`config.mk`:
```
export PLATFORM = sky130hd
export DESIGN_NAME = gamepad_input_conditioner
export DESIGN_NICKNAME = d
export VERILOG_FILES = /design/src/rtl/gic_pkg.sv /design/src/rtl/gic_div.sv /design/src/rtl/gic_sqrt.sv /design/src/rtl/gamepad_input_conditioner.sv
export SDC_FILE = /design/constraint.sdc
export NUM_CORES = 2
export LEC_CHECK = 0
export ABC_AREA = 1
export ABC_CLOCK_PERIOD_IN_PS = 10600
export BUFFER_PORTS_ARGS = -buffer_cell sky130_fd_sc_hd__buf_2
export CORE_ASPECT_RATIO = 0.8
export CORE_UTILIZATION = 45
export DETAILED_ROUTE_END_ITERATION = 6
export HOLD_SLACK_MARGIN = 0.12
export SLEW_MARGIN = 25
export SYNTH_ARGS = -nofsm -noshare
export SYNTH_HDL_FRONTEND = slang
export SYNTH_SLANG_ARGS = --single-unit
```
`constraint.sdc`:
```
create_clock -name clk -period 10.6 [get_ports clk]
set_input_delay 2.12 -clock clk [delete_from_list [all_inputs] [get_ports clk]]
set_output_delay 2.12 -clock clk [all_outputs]
set_load 0.05 [all_outputs]
```
`src/rtl/gic_pkg.sv`:
```
// Shared types and constants for the gamepad input conditioner.
// No dependencies; used by gic_div, gic_sqrt and the top level by scoped names.
`default_nettype none
package gic_pkg;

  localparam int NUM_PADS = 4;
  localparam int PAD_W    = 2;
  localparam int ADDR_W   = 4;

  localparam logic [15:0] BUTTON_MASK = 16'hF3FF;
  localparam logic [14:0] FULL_SCALE  = 15'd32767;

  localparam int NUM_W  = 55;
  localparam int DEN_W  = 40;
  localparam int QUOT_W = 18;
  localparam int RAD_W  = 48;
  localparam int ROOT_W = 24;

  localparam logic [1:0] REG_TRIG_THR = 2'd0;
  localparam logic [1:0] REG_LEFT_DZ  = 2'd1;
  localparam logic [1:0] REG_RIGHT_DZ = 2'd2;

  localparam logic [7:0]  RST_TRIG_THR = 8'd30;
  localparam logic [14:0] RST_LEFT_DZ  = 15'd7849;
  localparam logic [14:0] RST_RIGHT_DZ = 15'd8689;

  typedef enum logic [3:0] {
    S_IDLE,
    S_TRG_SETUP,
    S_TRG_DIV,
    S_SQ_X,
    S_SQ_Y,
    S_SQ_DZ,
    S_CMP,
    S_SQRT,
    S_SPAN,
    S_DEN,
    S_AX_DIV,
    S_AX_WAIT,
    S_AY_DIV,
    S_AY_WAIT,
    S_DONE
  } seq_state_t;

  typedef struct packed {
    logic              done;
    logic              ovf;
    logic [QUOT_W-1:0] quot;
  } div_res_t;

  typedef struct packed {
    logic              done;
    logic [ROOT_W-1:0] root;
  } sqrt_res_t;

endpackage
`default_nettype wire

```
`src/rtl/gic_div.sv`:
```
// Bit-serial restoring divider, one quotient bit per cycle.
// Depends on gic_pkg for widths and the result struct.
`default_nettype none
module gic_div (
  input  logic                       clk,
  input  logic                       rst,
  input  logic                       start,
  input  logic [gic_pkg::NUM_W-1:0]  num,
  input  logic [gic_pkg::DEN_W-1:0]  den,
  output gic_pkg::div_res_t          res
);

  localparam int NW    = gic_pkg::NUM_W;
  localparam int DW    = gic_pkg::DEN_W;
  localparam int QW    = gic_pkg::QUOT_W;
  localparam int HI_W  = NW - QW;
  localparam int CNT_W = $clog2(QW + 1);

  logic             busy;
  logic [CNT_W-1:0] cnt;
  logic [DW-1:0]    rem;
  logic [DW-1:0]    den_q;
  logic [QW-1:0]    shf;
  logic [QW-1:0]    quot;
  logic             ovf;
  logic [DW:0]      trial;
  logic [DW:0]      diff;
  logic [DW-1:0]    num_hi;

  assign num_hi = {{(DW-HI_W){1'b0}}, num[NW-1:QW]};
  assign trial  = {rem, shf[QW-1]};
  assign diff   = trial - {1'b0, den_q};

  always_ff @(posedge clk) begin
    if (rst) begin
      busy <= 1'b0;
      cnt  <= '0;
    end else if (start) begin
      busy <= 1'b1;
      cnt  <= CNT_W'(QW);
    end else if (busy) begin
      if (cnt == '0) busy <= 1'b0;
      else cnt <= cnt - 1'b1;
    end
  end

  // divisor held for the whole division
  always_ff @(posedge clk) begin
    if (start) begin
      rem   <= num_hi;
      den_q <= den;
      shf   <= num[QW-1:0];
      ovf   <= (num_hi >= den);
      quot  <= '0;
    end else if (busy && cnt != '0) begin
      if (!diff[DW]) begin
        rem  <= diff[DW-1:0];
        quot <= {quot[QW-2:0], 1'b1};
      end else begin
        rem  <= trial[DW-1:0];
        quot <= {quot[QW-2:0], 1'b0};
      end
      shf <= {shf[QW-2:0], 1'b0};
    end
  end

  assign res.done = busy && (cnt == '0);
  assign res.ovf  = ovf;
  assign res.quot = quot;

endmodule
`default_nettype wire

```
`src/rtl/gic_sqrt.sv`:
```
// Digit-serial integer square root, two radicand bits per cycle.
// Depends on gic_pkg for widths and the result struct.
`default_nettype none
module gic_sqrt (
  input  logic                       clk,
  input  logic                       rst,
  input  logic                       start,
  input  logic [gic_pkg::RAD_W-1:0]  radicand,
  output gic_pkg::sqrt_res_t         res
);

  localparam int RW    = gic_pkg::RAD_W;
  localparam int QW    = gic_pkg::ROOT_W;
  localparam int REMW  = QW + 3;
  localparam int CNT_W = $clog2(QW + 1);

  logic             busy;
  logic [CNT_W-1:0] cnt;
  logic [RW-1:0]    shf;
  logic [QW-1:0]    root;
  logic [REMW-1:0]  rem;
  logic [REMW-1:0]  trial_rem;
  logic [REMW-1:0]  trial_sub;
  logic [REMW:0]    diff;

  assign trial_rem = {rem[REMW-3:0], shf[RW-1:RW-2]};
  assign trial_sub = {1'b0, root, 2'b01};
  assign diff      = {1'b0, trial_rem} - {1'b0, trial_sub};

  always_ff @(posedge clk) begin
    if (rst) begin
      busy <= 1'b0;
      cnt  <= '0;
    end else if (start) begin
      busy <= 1'b1;
      cnt  <= CNT_W'(QW);
    end else if (busy) begin
      if (cnt == '0) busy <= 1'b0;
      else cnt <= cnt - 1'b1;
    end
  end

  always_ff @(posedge clk) begin
    if (start) begin
      shf  <= radicand;
      root <= '0;
      rem  <= '0;
    end else if (busy && cnt != '0) begin
      if (!diff[REMW]) begin
        rem  <= diff[REMW-1:0];
        root <= {root[QW-2:0], 1'b1};
      end else begin
        rem  <= trial_rem;
        root <= {root[QW-2:0], 1'b0};
      end
      shf <= {shf[RW-3:0], 2'b00};
    end
  end

  assign res.done = busy && (cnt == '0);
  assign res.root = root;

endmodule
`default_nettype wire

```
`src/rtl/gamepad_input_conditioner.sv`:
```
// Gamepad input conditioner top level: APB registers, per-pad held flags,
// sequencer, shared multiplier. Depends on gic_pkg, gic_div, gic_sqrt.
//
// One report is taken at a time. Button, trigger-held and direction flags are
// settled when the item is accepted; the trigger levels and the two stick
// vectors then go through one shared 24x16 multiplier, one bit-serial divider
// (up to six quotients) and one square-root unit (up to two roots). An item
// finishes sooner when a trigger is released or a stick is inside its
// deadzone. The next item is taken as soon as the result sits in the output
// register, even if it has not been collected yet.
`default_nettype none
module gamepad_input_conditioner (
  input  logic                         clk,
  input  logic                         rst,
  input  logic                         psel,
  input  logic                         penable,
  input  logic                         pwrite,
  input  logic [gic_pkg::ADDR_W-1:0]   paddr,
  input  logic [31:0]                  pwdata,
  output logic [31:0]                  prdata,
  output logic                         pready,
  input  logic                         item_valid,
  output logic                         item_ready,
  input  logic [gic_pkg::PAD_W-1:0]    pad_index,
  input  logic [15:0]                  button_bits,
  input  logic [7:0]                   left_trigger,
  input  logic [7:0]                   right_trigger,
  input  logic signed [15:0]           left_x,
  input  logic signed [15:0]           left_y,
  input  logic signed [15:0]           right_x,
  input  logic signed [15:0]           right_y,
  output logic                         result_valid,
  input  logic                         result_ready,
  output logic [15:0]                  buttons_held,
  output logic [15:0]                  buttons_pressed,
  output logic [3:0]                   trigger_flags,
  output logic [14:0]                  left_trigger_level,
  output logic [14:0]                  right_trigger_level,
  output logic signed [15:0]           left_stick_x,
  output logic signed [15:0]           left_stick_y,
  output logic signed [15:0]           right_stick_x,
  output logic signed [15:0]           right_stick_y,
  output logic [7:0]                   direction_held,
  output logic [7:0]                   direction_pressed
);

  localparam int NW = gic_pkg::NUM_W;
  localparam int DW = gic_pkg::DEN_W;
  localparam int QW = gic_pkg::QUOT_W;

  function automatic logic [15:0] abs16(input logic [15:0] v);
    abs16 = v[15] ? (16'd0 - v) : v;
  endfunction

  function automatic logic [3:0] dirs(input logic [15:0] x, input logic [15:0] y,
                                      input logic [14:0] dz);
    logic signed [16:0] sx, sy, pd, nd;
    sx = $signed({x[15], x});
    sy = $signed({y[15], y});
    pd = $signed({2'b00, dz});
    nd = -pd;
    dirs = {sx > pd, sx < nd, sy < nd, sy > pd};
  endfunction

  function automatic logic [15:0] sat_axis(input logic [QW-1:0] q, input logic ovf,
                                           input logic neg);
    logic big_pos, big_neg;
    big_pos = ovf || (q > QW'(32767));
    big_neg = ovf || (q > QW'(32768));
    if (neg) sat_axis = big_neg ? 16'h8000 : (16'd0 - q[15:0]);
    else     sat_axis = big_pos ? 16'h7FFF : q[15:0];
  endfunction

  function automatic logic [14:0] sat_level(input logic [QW-1:0] q, input logic ovf);
    sat_level = (ovf || q > QW'(32767)) ? gic_pkg::FULL_SCALE : q[14:0];
  endfunction

  // registers
  logic [7:0]  thr;
  logic [14:0] dz_l, dz_r;
  logic [23:0] pad_state [gic_pkg::NUM_PADS];

  gic_pkg::seq_state_t state, state_next;
  logic sel, sel_next;

  logic [7:0]  lt, rt;
  logic [15:0] lx, ly, rx, ry;
  logic [15:0] r_held, r_pressed;
  logic [3:0]  r_trg;
  logic [7:0]  r_dir, r_dirp;
  logic [14:0] lvl_l, lvl_r;
  logic [15:0] stk_lx, stk_ly, stk_rx, stk_ry;
  logic [31:0] acc;
  logic [39:0] prod;
  logic [23:0] mag;
  logic [22:0] span;
  logic [39:0] den;

  // config port
  logic cfg_wr;
  assign pready = 1'b1;
  assign cfg_wr = psel && penable && pwrite && pready;

  always_ff @(posedge clk) begin
    if (rst) begin
      thr  <= gic_pkg::RST_TRIG_THR;
      dz_l <= gic_pkg::RST_LEFT_DZ;
      dz_r <= gic_pkg::RST_RIGHT_DZ;
    end else if (cfg_wr) begin
      unique case (paddr[3:2])
        gic_pkg::REG_TRIG_THR: thr  <= pwdata[7:0];
        gic_pkg::REG_LEFT_DZ:  dz_l <= pwdata[14:0];
        gic_pkg::REG_RIGHT_DZ: dz_r <= pwdata[14:0];
        default: ;
      endcase
    end
  end

  always_comb begin
    unique case (paddr[3:2])
      gic_pkg::REG_TRIG_THR: prdata = {24'd0, thr};
      gic_pkg::REG_LEFT_DZ:  prdata = {17'd0, dz_l};
      gic_pkg::REG_RIGHT_DZ: prdata = {17'd0, dz_r};
      default:               prdata = 32'd0;
    endcase
  end

  // accept-time flags
  logic        accept, pad_ok;
  logic [23:0] prev, new_flags;
  logic [15:0] btn, prev_btn;
  logic [1:0]  trg;
  logic [7:0]  dir;

  assign item_ready = (state == gic_pkg::S_IDLE);
  assign accept     = item_valid && item_ready;
  assign pad_ok     = int'(pad_index) < gic_pkg::NUM_PADS;
  assign prev       = pad_ok ? pad_state[pad_index] : 24'd0;
  assign btn        = button_bits & gic_pkg::BUTTON_MASK;
  assign prev_btn   = {prev[13:10], 2'b00, prev[9:0]};
  assign trg        = {right_trigger >= thr, left_trigger >= thr};
  assign dir        = {dirs(right_x, right_y, dz_r), dirs(left_x, left_y, dz_l)};
  assign new_flags  = {dir, trg, btn[15:12], btn[9:0]};

  always_ff @(posedge clk) begin
    if (rst) begin
      for (int i = 0; i < gic_pkg::NUM_PADS; i++) pad_state[i] <= 24'd0;
    end else if (accept && pad_ok) begin
      pad_state[pad_index] <= new_flags;
    end
  end

  // per-side selection
  logic [15:0] cur_x, cur_y, ax, ay;
  logic [14:0] dz;
  logic        x_neg, y_neg;
  logic [7:0]  tv, trig_den, trig_diff;
  logic        trig_held;
  logic [NW-1:0] trig_num, stick_num;
  logic        stick_dead;
  logic [22:0] m23, dz8;

  assign cur_x     = sel ? rx : lx;
  assign cur_y     = sel ? ry : ly;
  assign dz        = sel ? dz_r : dz_l;
  assign ax        = abs16(cur_x);
  assign ay        = abs16(cur_y);
  assign x_neg     = cur_x[15];
  assign y_neg     = !cur_y[15] && (cur_y != 16'd0);
  assign tv        = sel ? rt : lt;
  assign trig_held = tv >= thr;
  assign trig_den  = 8'd255 - thr;
  assign trig_diff = tv - thr;
  assign trig_num  = {{(NW-23){1'b0}}, trig_diff, 15'd0}
                   + {{(NW-7){1'b0}}, trig_den[7:1]};
  assign stick_num = {1'b0, prod[38:0], 15'd0} + {{(NW-39){1'b0}}, den[39:1]};
  assign stick_dead = (dz == gic_pkg::FULL_SCALE) || (acc <= prod[31:0]);
  assign m23       = (mag > 24'h7FFF00) ? 23'h7FFF00 : mag[22:0];
  assign dz8       = {dz, 8'd0};

  // shared units
  logic                 div_start, sqrt_start;
  logic [NW-1:0]        div_num;
  logic [DW-1:0]        div_den;
  gic_pkg::div_res_t    dres;
  gic_pkg::sqrt_res_t   sres;

  assign div_start  = (state == gic_pkg::S_TRG_SETUP && trig_held && trig_den != 8'd0)
                   || state == gic_pkg::S_AX_DIV || state == gic_pkg::S_AY_DIV;
  assign div_num    = (state == gic_pkg::S_TRG_SETUP) ? trig_num : stick_num;
  assign div_den    = (state == gic_pkg::S_TRG_SETUP) ? {32'd0, trig_den} : den;
  assign sqrt_start = (state == gic_pkg::S_CMP) && !stick_dead;

  gic_div u_div (
    .clk   (clk),
    .rst   (rst),
    .start (div_start),
    .num   (div_num),
    .den   (div_den),
    .res   (dres)
  );

  gic_sqrt u_sqrt (
    .clk      (clk),
    .rst      (rst),
    .start    (sqrt_start),
    .radicand ({acc, 16'd0}),
    .res      (sres)
  );

  // multiplier operands
  logic [23:0] mul_a;
  logic [15:0] mul_b;

  always_comb begin
    unique case (state)
      gic_pkg::S_SQ_X:    begin mul_a = {8'd0, ax};     mul_b = ax; end
      gic_pkg::S_SQ_Y:    begin mul_a = {8'd0, ay};     mul_b = ay; end
      gic_pkg::S_SQ_DZ:   begin mul_a = {9'd0, dz};     mul_b = {1'b0, dz}; end
      gic_pkg::S_SPAN:    begin mul_a = mag;            mul_b = {1'b0, gic_pkg::FULL_SCALE - dz}; end
      gic_pkg::S_DEN:     begin mul_a = {1'b0, span};   mul_b = ax; end
      gic_pkg::S_AX_WAIT: begin mul_a = {1'b0, span};   mul_b = ay; end
      default:            begin mul_a = 24'd0;          mul_b = 16'd0; end
    endcase
  end

  // sequencer
  always_ff @(posedge clk) begin
    if (rst) begin
      state <= gic_pkg::S_IDLE;
      sel   <= 1'b0;
    end else begin
      state <= state_next;
      sel   <= sel_next;
    end
  end

  logic out_free;
  assign out_free = !result_valid || result_ready;

  always_comb begin
    state_next = state;
    sel_next   = sel;
    unique case (state)
      gic_pkg::S_IDLE: begin
        if (item_valid) begin
          state_next = gic_pkg::S_TRG_SETUP;
          sel_next   = 1'b0;
        end
      end
      gic_pkg::S_TRG_SETUP: begin
        if (div_start) state_next = gic_pkg::S_TRG_DIV;
        else if (!sel) sel_next = 1'b1;
        else begin
          sel_next   = 1'b0;
          state_next = gic_pkg::S_SQ_X;
        end
      end
      gic_pkg::S_TRG_DIV: begin
        if (dres.done) begin
          if (!sel) begin
            sel_next   = 1'b1;
            state_next = gic_pkg::S_TRG_SETUP;
          end else begin
            sel_next   = 1'b0;
            state_next = gic_pkg::S_SQ_X;
          end
        end
      end
      gic_pkg::S_SQ_X:  state_next = gic_pkg::S_SQ_Y;
      gic_pkg::S_SQ_Y:  state_next = gic_pkg::S_SQ_DZ;
      gic_pkg::S_SQ_DZ: state_next = gic_pkg::S_CMP;
      gic_pkg::S_CMP: begin
        if (!stick_dead) state_next = gic_pkg::S_SQRT;
        else if (!sel) begin
          sel_next   = 1'b1;
          state_next = gic_pkg::S_SQ_X;
        end else state_next = gic_pkg::S_DONE;
      end
      gic_pkg::S_SQRT: begin
        if (sres.done) state_next = gic_pkg::S_SPAN;
      end
      gic_pkg::S_SPAN: begin
        if (m23 > dz8) state_next = gic_pkg::S_DEN;
        else if (!sel) begin
          sel_next   = 1'b1;
          state_next = gic_pkg::S_SQ_X;
        end else state_next = gic_pkg::S_DONE;
      end
      gic_pkg::S_DEN:    state_next = gic_pkg::S_AX_DIV;
      gic_pkg::S_AX_DIV: state_next = gic_pkg::S_AX_WAIT;
      gic_pkg::S_AX_WAIT: begin
        if (dres.done) state_next = gic_pkg::S_AY_DIV;
      end
      gic_pkg::S_AY_DIV: state_next = gic_pkg::S_AY_WAIT;
      gic_pkg::S_AY_WAIT: begin
        if (dres.done) begin
          if (!sel) begin
            sel_next   = 1'b1;
            state_next = gic_pkg::S_SQ_X;
          end else state_next = gic_pkg::S_DONE;
        end
      end
      gic_pkg::S_DONE: begin
        if (out_free) state_next = gic_pkg::S_IDLE;
      end
      default: state_next = gic_pkg::S_IDLE;
    endcase
  end

  // datapath
  always_ff @(posedge clk) begin
    prod <= mul_a * mul_b;
    unique case (state)
      gic_pkg::S_IDLE: begin
        if (item_valid) begin
          lt        <= left_trigger;
          rt        <= right_trigger;
          lx        <= left_x;
          ly        <= left_y;
          rx        <= right_x;
          ry        <= right_y;
          r_held    <= btn;
          r_pressed <= btn & ~prev_btn;
          r_trg     <= {trg & ~prev[15:14], trg};
          r_dir     <= dir;
          r_dirp    <= dir & ~prev[23:16];
        end
      end
      gic_pkg::S_TRG_SETUP: begin
        if (!trig_held) begin
          if (!sel) lvl_l <= 15'd0;
          else      lvl_r <= 15'd0;
        end else if (trig_den == 8'd0) begin
          if (!sel) lvl_l <= gic_pkg::FULL_SCALE;
          else      lvl_r <= gic_pkg::FULL_SCALE;
        end
      end
      gic_pkg::S_TRG_DIV: begin
        if (dres.done) begin
          if (!sel) lvl_l <= sat_level(dres.quot, dres.ovf);
          else      lvl_r <= sat_level(dres.quot, dres.ovf);
        end
      end
      gic_pkg::S_SQ_Y:  acc <= prod[31:0];
      gic_pkg::S_SQ_DZ: acc <= acc + prod[31:0];
      gic_pkg::S_CMP: begin
        if (stick_dead) begin
          if (!sel) begin stk_lx <= 16'd0; stk_ly <= 16'd0; end
          else      begin stk_rx <= 16'd0; stk_ry <= 16'd0; end
        end
      end
      gic_pkg::S_SQRT: begin
        if (sres.done) mag <= sres.root;
      end
      gic_pkg::S_SPAN: begin
        if (m23 > dz8) span <= m23 - dz8;
        else if (!sel) begin stk_lx <= 16'd0; stk_ly <= 16'd0; end
        else           begin stk_rx <= 16'd0; stk_ry <= 16'd0; end
      end
      gic_pkg::S_DEN: den <= prod;
      gic_pkg::S_AX_WAIT: begin
        if (dres.done) begin
          if (!sel) stk_lx <= sat_axis(dres.quot, dres.ovf, x_neg);
          else      stk_rx <= sat_axis(dres.quot, dres.ovf, x_neg);
        end
      end
      gic_pkg::S_AY_WAIT: begin
        if (dres.done) begin
          if (!sel) stk_ly <= sat_axis(dres.quot, dres.ovf, y_neg);
          else      stk_ry <= sat_axis(dres.quot, dres.ovf, y_neg);
        end
      end
      default: ;
    endcase
  end

  // output register
  logic load_out;
  assign load_out = (state == gic_pkg::S_DONE) && out_free;

  always_ff @(posedge clk) begin
    if (rst) result_valid <= 1'b0;
    else if (load_out) result_valid <= 1'b1;
    else if (result_ready) result_valid <= 1'b0;
  end

  always_ff @(posedge clk) begin
    if (load_out) begin
      buttons_held        <= r_held;
      buttons_pressed     <= r_pressed;
      trigger_flags       <= r_trg;
      left_trigger_level  <= lvl_l;
      right_trigger_level <= lvl_r;
      left_stick_x        <= stk_lx;
      left_stick_y        <= stk_ly;
      right_stick_x       <= stk_rx;
      right_stick_y       <= stk_ry;
      direction_held      <= r_dir;
      direction_pressed   <= r_dirp;
    end
  end

endmodule
`default_nettype wire

```
==> results.json <==
{
  "status": "completed",
  "cpMostUsedCell": "sky130_fd_sc_hd__fa_1",
  "clock_skew_ps": 77.70,
  "async_flop_share_pct": 0,
  "critical_path_required_ps": 11220,
  "layout_worst_path_cycle_share_pct": 87.10,
  "gr-usage-all-layers_pct": 27.24,
  "share_of_yosys_cell_area_claimed_by_the_top_area_cell_type_pct": 33.98,
  "number_of_iterations_in_the_first_detailed_routing_pass": 6,
  "route.detailed.drc": 0,
  "placed_cell_area_mm2": 0.06596,
  "nets": 8585,
  "post_synth_inst_count": 7400,
  "max-vdd-ir-drop_uv": 184.8,
  "fin_area_mm2": 0.06921,
  "vias_per_cell": 5.367,
  "synth_cell_type_count": 58,
  "crit_family": "adder cells",
  "die_area_mm2": 0.1403,
  "yosysSeqAreaShare_pct": 39.30,
  "grt_pass1_vias": 50110,
  "cts.sink_count": 873,
  "cts_setup_buffers": 0,
  "initial_utilization_pct": 45.65,
  "globalRoute.totalOverflow": 0,
  "clk_latency_ps": 750,
  "dieWidth_um": 418.6,
  "cp_slowest_cell": "sky130_fd_sc_hd__dfxtp_4",
  "grt_pass1_wl_um": 293400,
  "cts-htree-levels": 3,
  "placementRows": 121,
  "rsz0062_at_grt": "no",
  "final_layout_size_suffix_gt1_share_pct": 8.553,
  "cts-resized-gates": 0,
  "leakagePower_uw": 0.03240,
  "initial_antenna_violation_count": 14,
  "dpl.hpwl_um": 149500,
  "syn_avg_cell_area_um2": 8.443,
  "timing.slew.headroom_pct": 25.97,
  "mostFrequentLayoutCell": "sky130_fd_sc_hd__nand2_1",
  "edff_count_synth": 707,
  "postSynth.topFlopCell": "sky130_fd_sc_hd__edfxtp_1",
  "n_fill_cell": 13160,
  "maximum_buffer_depth_of_the_clock_tree": 3,
  "inserted_clock_buffers": 92,
  "finalWorstPathRequiredPeriod_ps": 9233,
  "mappedNetlistArea_mm2": 0.06248,
  "number_of_placed_i_o_pins": 322,
  "drt_iter0_drc": 4910,
  "clock_pin_transition_on_the_worst_setup_and_hold_timing_paths_ps": 70,
  "grt_start_max_net_pins": 77,
  "timing.hold.worst.class": "reg2reg",
  "synth_warn": 0,
  "critPathKind": "reg2reg",
  "worst_pin_slew_ps": 1110,
  "areaGrowthSynthToFinish_pct": 10.77,
  "final_hold_viol_count": 0,
  "end_kind": "register",
  "antenna_violating_nets_post_route": 0,
  "die_h_um": 335.3,
  "placement.io_buffers": 278,
  "critical_path.max_fanout": 47,
  "tritoncts": "done",
  "ctsRootBufferMaster": "sky130_fd_sc_hd__clkbuf_16",
  "setup_viol": 0,
  "area_of_the_core_mm2": 0.1369,
  "ys_ff_latch": 873,
  "wl_per_cell_um": 19.95,
  "drv_cap": 0,
  "max_freq_ghz": 0.1083,
  "timing.critical_path.arrival_ps": 9850,
  "finalWirelength_um": 191400,
  "place.gp.congestion": 0.9983,
  "power_density_mw_per_mm2": 180.2,
  "yosys.area.top_type": "sky130_fd_sc_hd__edfxtp_1",
  "critical_path_buf_inv_count": 6,
  "num_vias": 51510,
  "cp-start-kind": "register",
  "mostFrequentLayoutCells": "sky130_fd_sc_hd__nand2_1 (1765), sky130_fd_sc_hd__inv_1 (1214), sky130_fd_sc_hd__edfxtp_1 (707), sky130_fd_sc_hd__nor2_1 (657), sky130_fd_sc_hd__ha_1 (473)",
  "final_max_slew_viol_count": 0,
  "critPathMaxStageDelay_ps": 740,
  "hold_bufs_at_cts": 0,
  "finalSetupTns_ps": 0,
  "post_synth_main_area_contributors": "sky130_fd_sc_hd__edfxtp_1 (34%), sky130_fd_sc_hd__nand2_1 (11%), sky130_fd_sc_hd__fa_1 (10%), sky130_fd_sc_hd__ha_1 (9.5%), sky130_fd_sc_hd__inv_1 (7.3%)"
}
sequential cells by signal, indices dropped and copies added (netlist names), 18 cells and up:
name / flops
u_div.quot: 18
u_div.den_q: 40
u_div.shf: 18
u_sqrt.rem: 25
mag: 24
u_sqrt.shf: 32
u_div.rem: 40
acc: 32
pad_state: 96
den: 40
prod: 40
span: 23
u_sqrt.root: 24
power by group:
part / switching, uW / internal [uW] / total (uW)
clock: 1470 / 1910 / 3380
combinational: 3190 / 1340 / 4530
sequential: 200 / 4360 / 4560
total: 4860 / 7600 / 12500
stage by stage:
stage                     hold slack [ps]  util, %  cells  power (uW)  setup slack (ps)
final                               383.1    50.57   9596       12470              1367
after global routing                393.6    50.56   9592       13200             980.8
after CTS                           370.8    50.52   9584       12450              1479
after detailed placement            404.5    48.19   9410        9047              1582
after global placement              400.6    48.18   9410        8991              1599
after floorplan                     385.5        -   7421        7709              1913
worst paths after layout:
| check | to | start | slack, ps | depth (start not counted) |
|---|---|---|---|---|
| worst min-delay path | buttons_pressed[3]$_DFFE_PP_ | r_pressed[3]$_DFFE_PP_ | 380 | 0 |
| worst max-delay path | prod[25]$_DFF_P_ | sel$_SDFFE_PP0P_ | 1370 | 29 |
| worst max register to register | prod[25]$_DFF_P_ | sel$_SDFFE_PP0P_ | 1370 | 29 |
| worst min register to register | buttons_pressed[3]$_DFFE_PP_ | r_pressed[3]$_DFFE_PP_ | 380 | 0 |
logic make-up (layout without fill, tap and decap cells):
logic type | Yosys count | in the layout | share of synthesized area (%)
muxes | 1 | 1 | 0.01602
AOI/OAI and AO/OA | 998 | 998 | 8.986
buffers and inverters | 1481 | 1800 | 9.336
other | 2 | 34 | 0.01202
DFF | 873 | 873 | 39.30
and+or+nand+nor | 3115 | 3115 | 20.87
adders and majority gates | 784 | 784 | 19.44
xor gates and xnor gates | 146 | 146 | 2.047
synth_stat cells, types with 21 or more instances:
cell and number:
sky130_fd_sc_hd__o21bai_1 21, sky130_fd_sc_hd__o221ai_1 21, sky130_fd_sc_hd__a21oi_1 422, sky130_fd_sc_hd__nor4_1 22, sky130_fd_sc_hd__buf_2 69, sky130_fd_sc_hd__xnor2_1 45
sky130_fd_sc_hd__edfxtp_1 707, sky130_fd_sc_hd__fa_1 311, sky130_fd_sc_hd__nand3b_1 60, sky130_fd_sc_hd__clkbuf_1 98, sky130_fd_sc_hd__o21ai_1 31, sky130_fd_sc_hd__nand3_1 320
sky130_fd_sc_hd__or2_2 38, sky130_fd_sc_hd__o21ai_0 311, sky130_fd_sc_hd__nand4_1 102, sky130_fd_sc_hd__buf_4 38, sky130_fd_sc_hd__nand2_1 1767, sky130_fd_sc_hd__inv_2 38
sky130_fd_sc_hd__o22ai_1 42, sky130_fd_sc_hd__inv_1 1217, sky130_fd_sc_hd__ha_1 473, sky130_fd_sc_hd__nor3_1 91, sky130_fd_sc_hd__o211ai_1 34, sky130_fd_sc_hd__dfxtp_1 166
sky130_fd_sc_hd__nor2_1 663, sky130_fd_sc_hd__xor2_1 101
per-layer routing:
metal	vias to the layer above	GRT usage (%)	wire, um
met5	-	0	13
met4	2	8.355	5970
met3	299	4.206	14320
met2	1808	41.31	82780
met1	24810	39.87	88360
li1	24590	-	-
area by class of cell:
type                       instances  area, um2  share of cell area (%)
antenna                           11      27.53                 0.03977
sequential                       873      24560                   35.48
clock buffer                     123       2571                   3.715
clock inverter                    51      613.1                  0.8859
timing repair buffer             366       2059                   2.976
tap                             1845       2308                   3.336
multi-input combinational       5067      32330                   46.72
inverter                        1260       4735                   6.841
No activity file was read; power rests on OpenSTA's default activity.
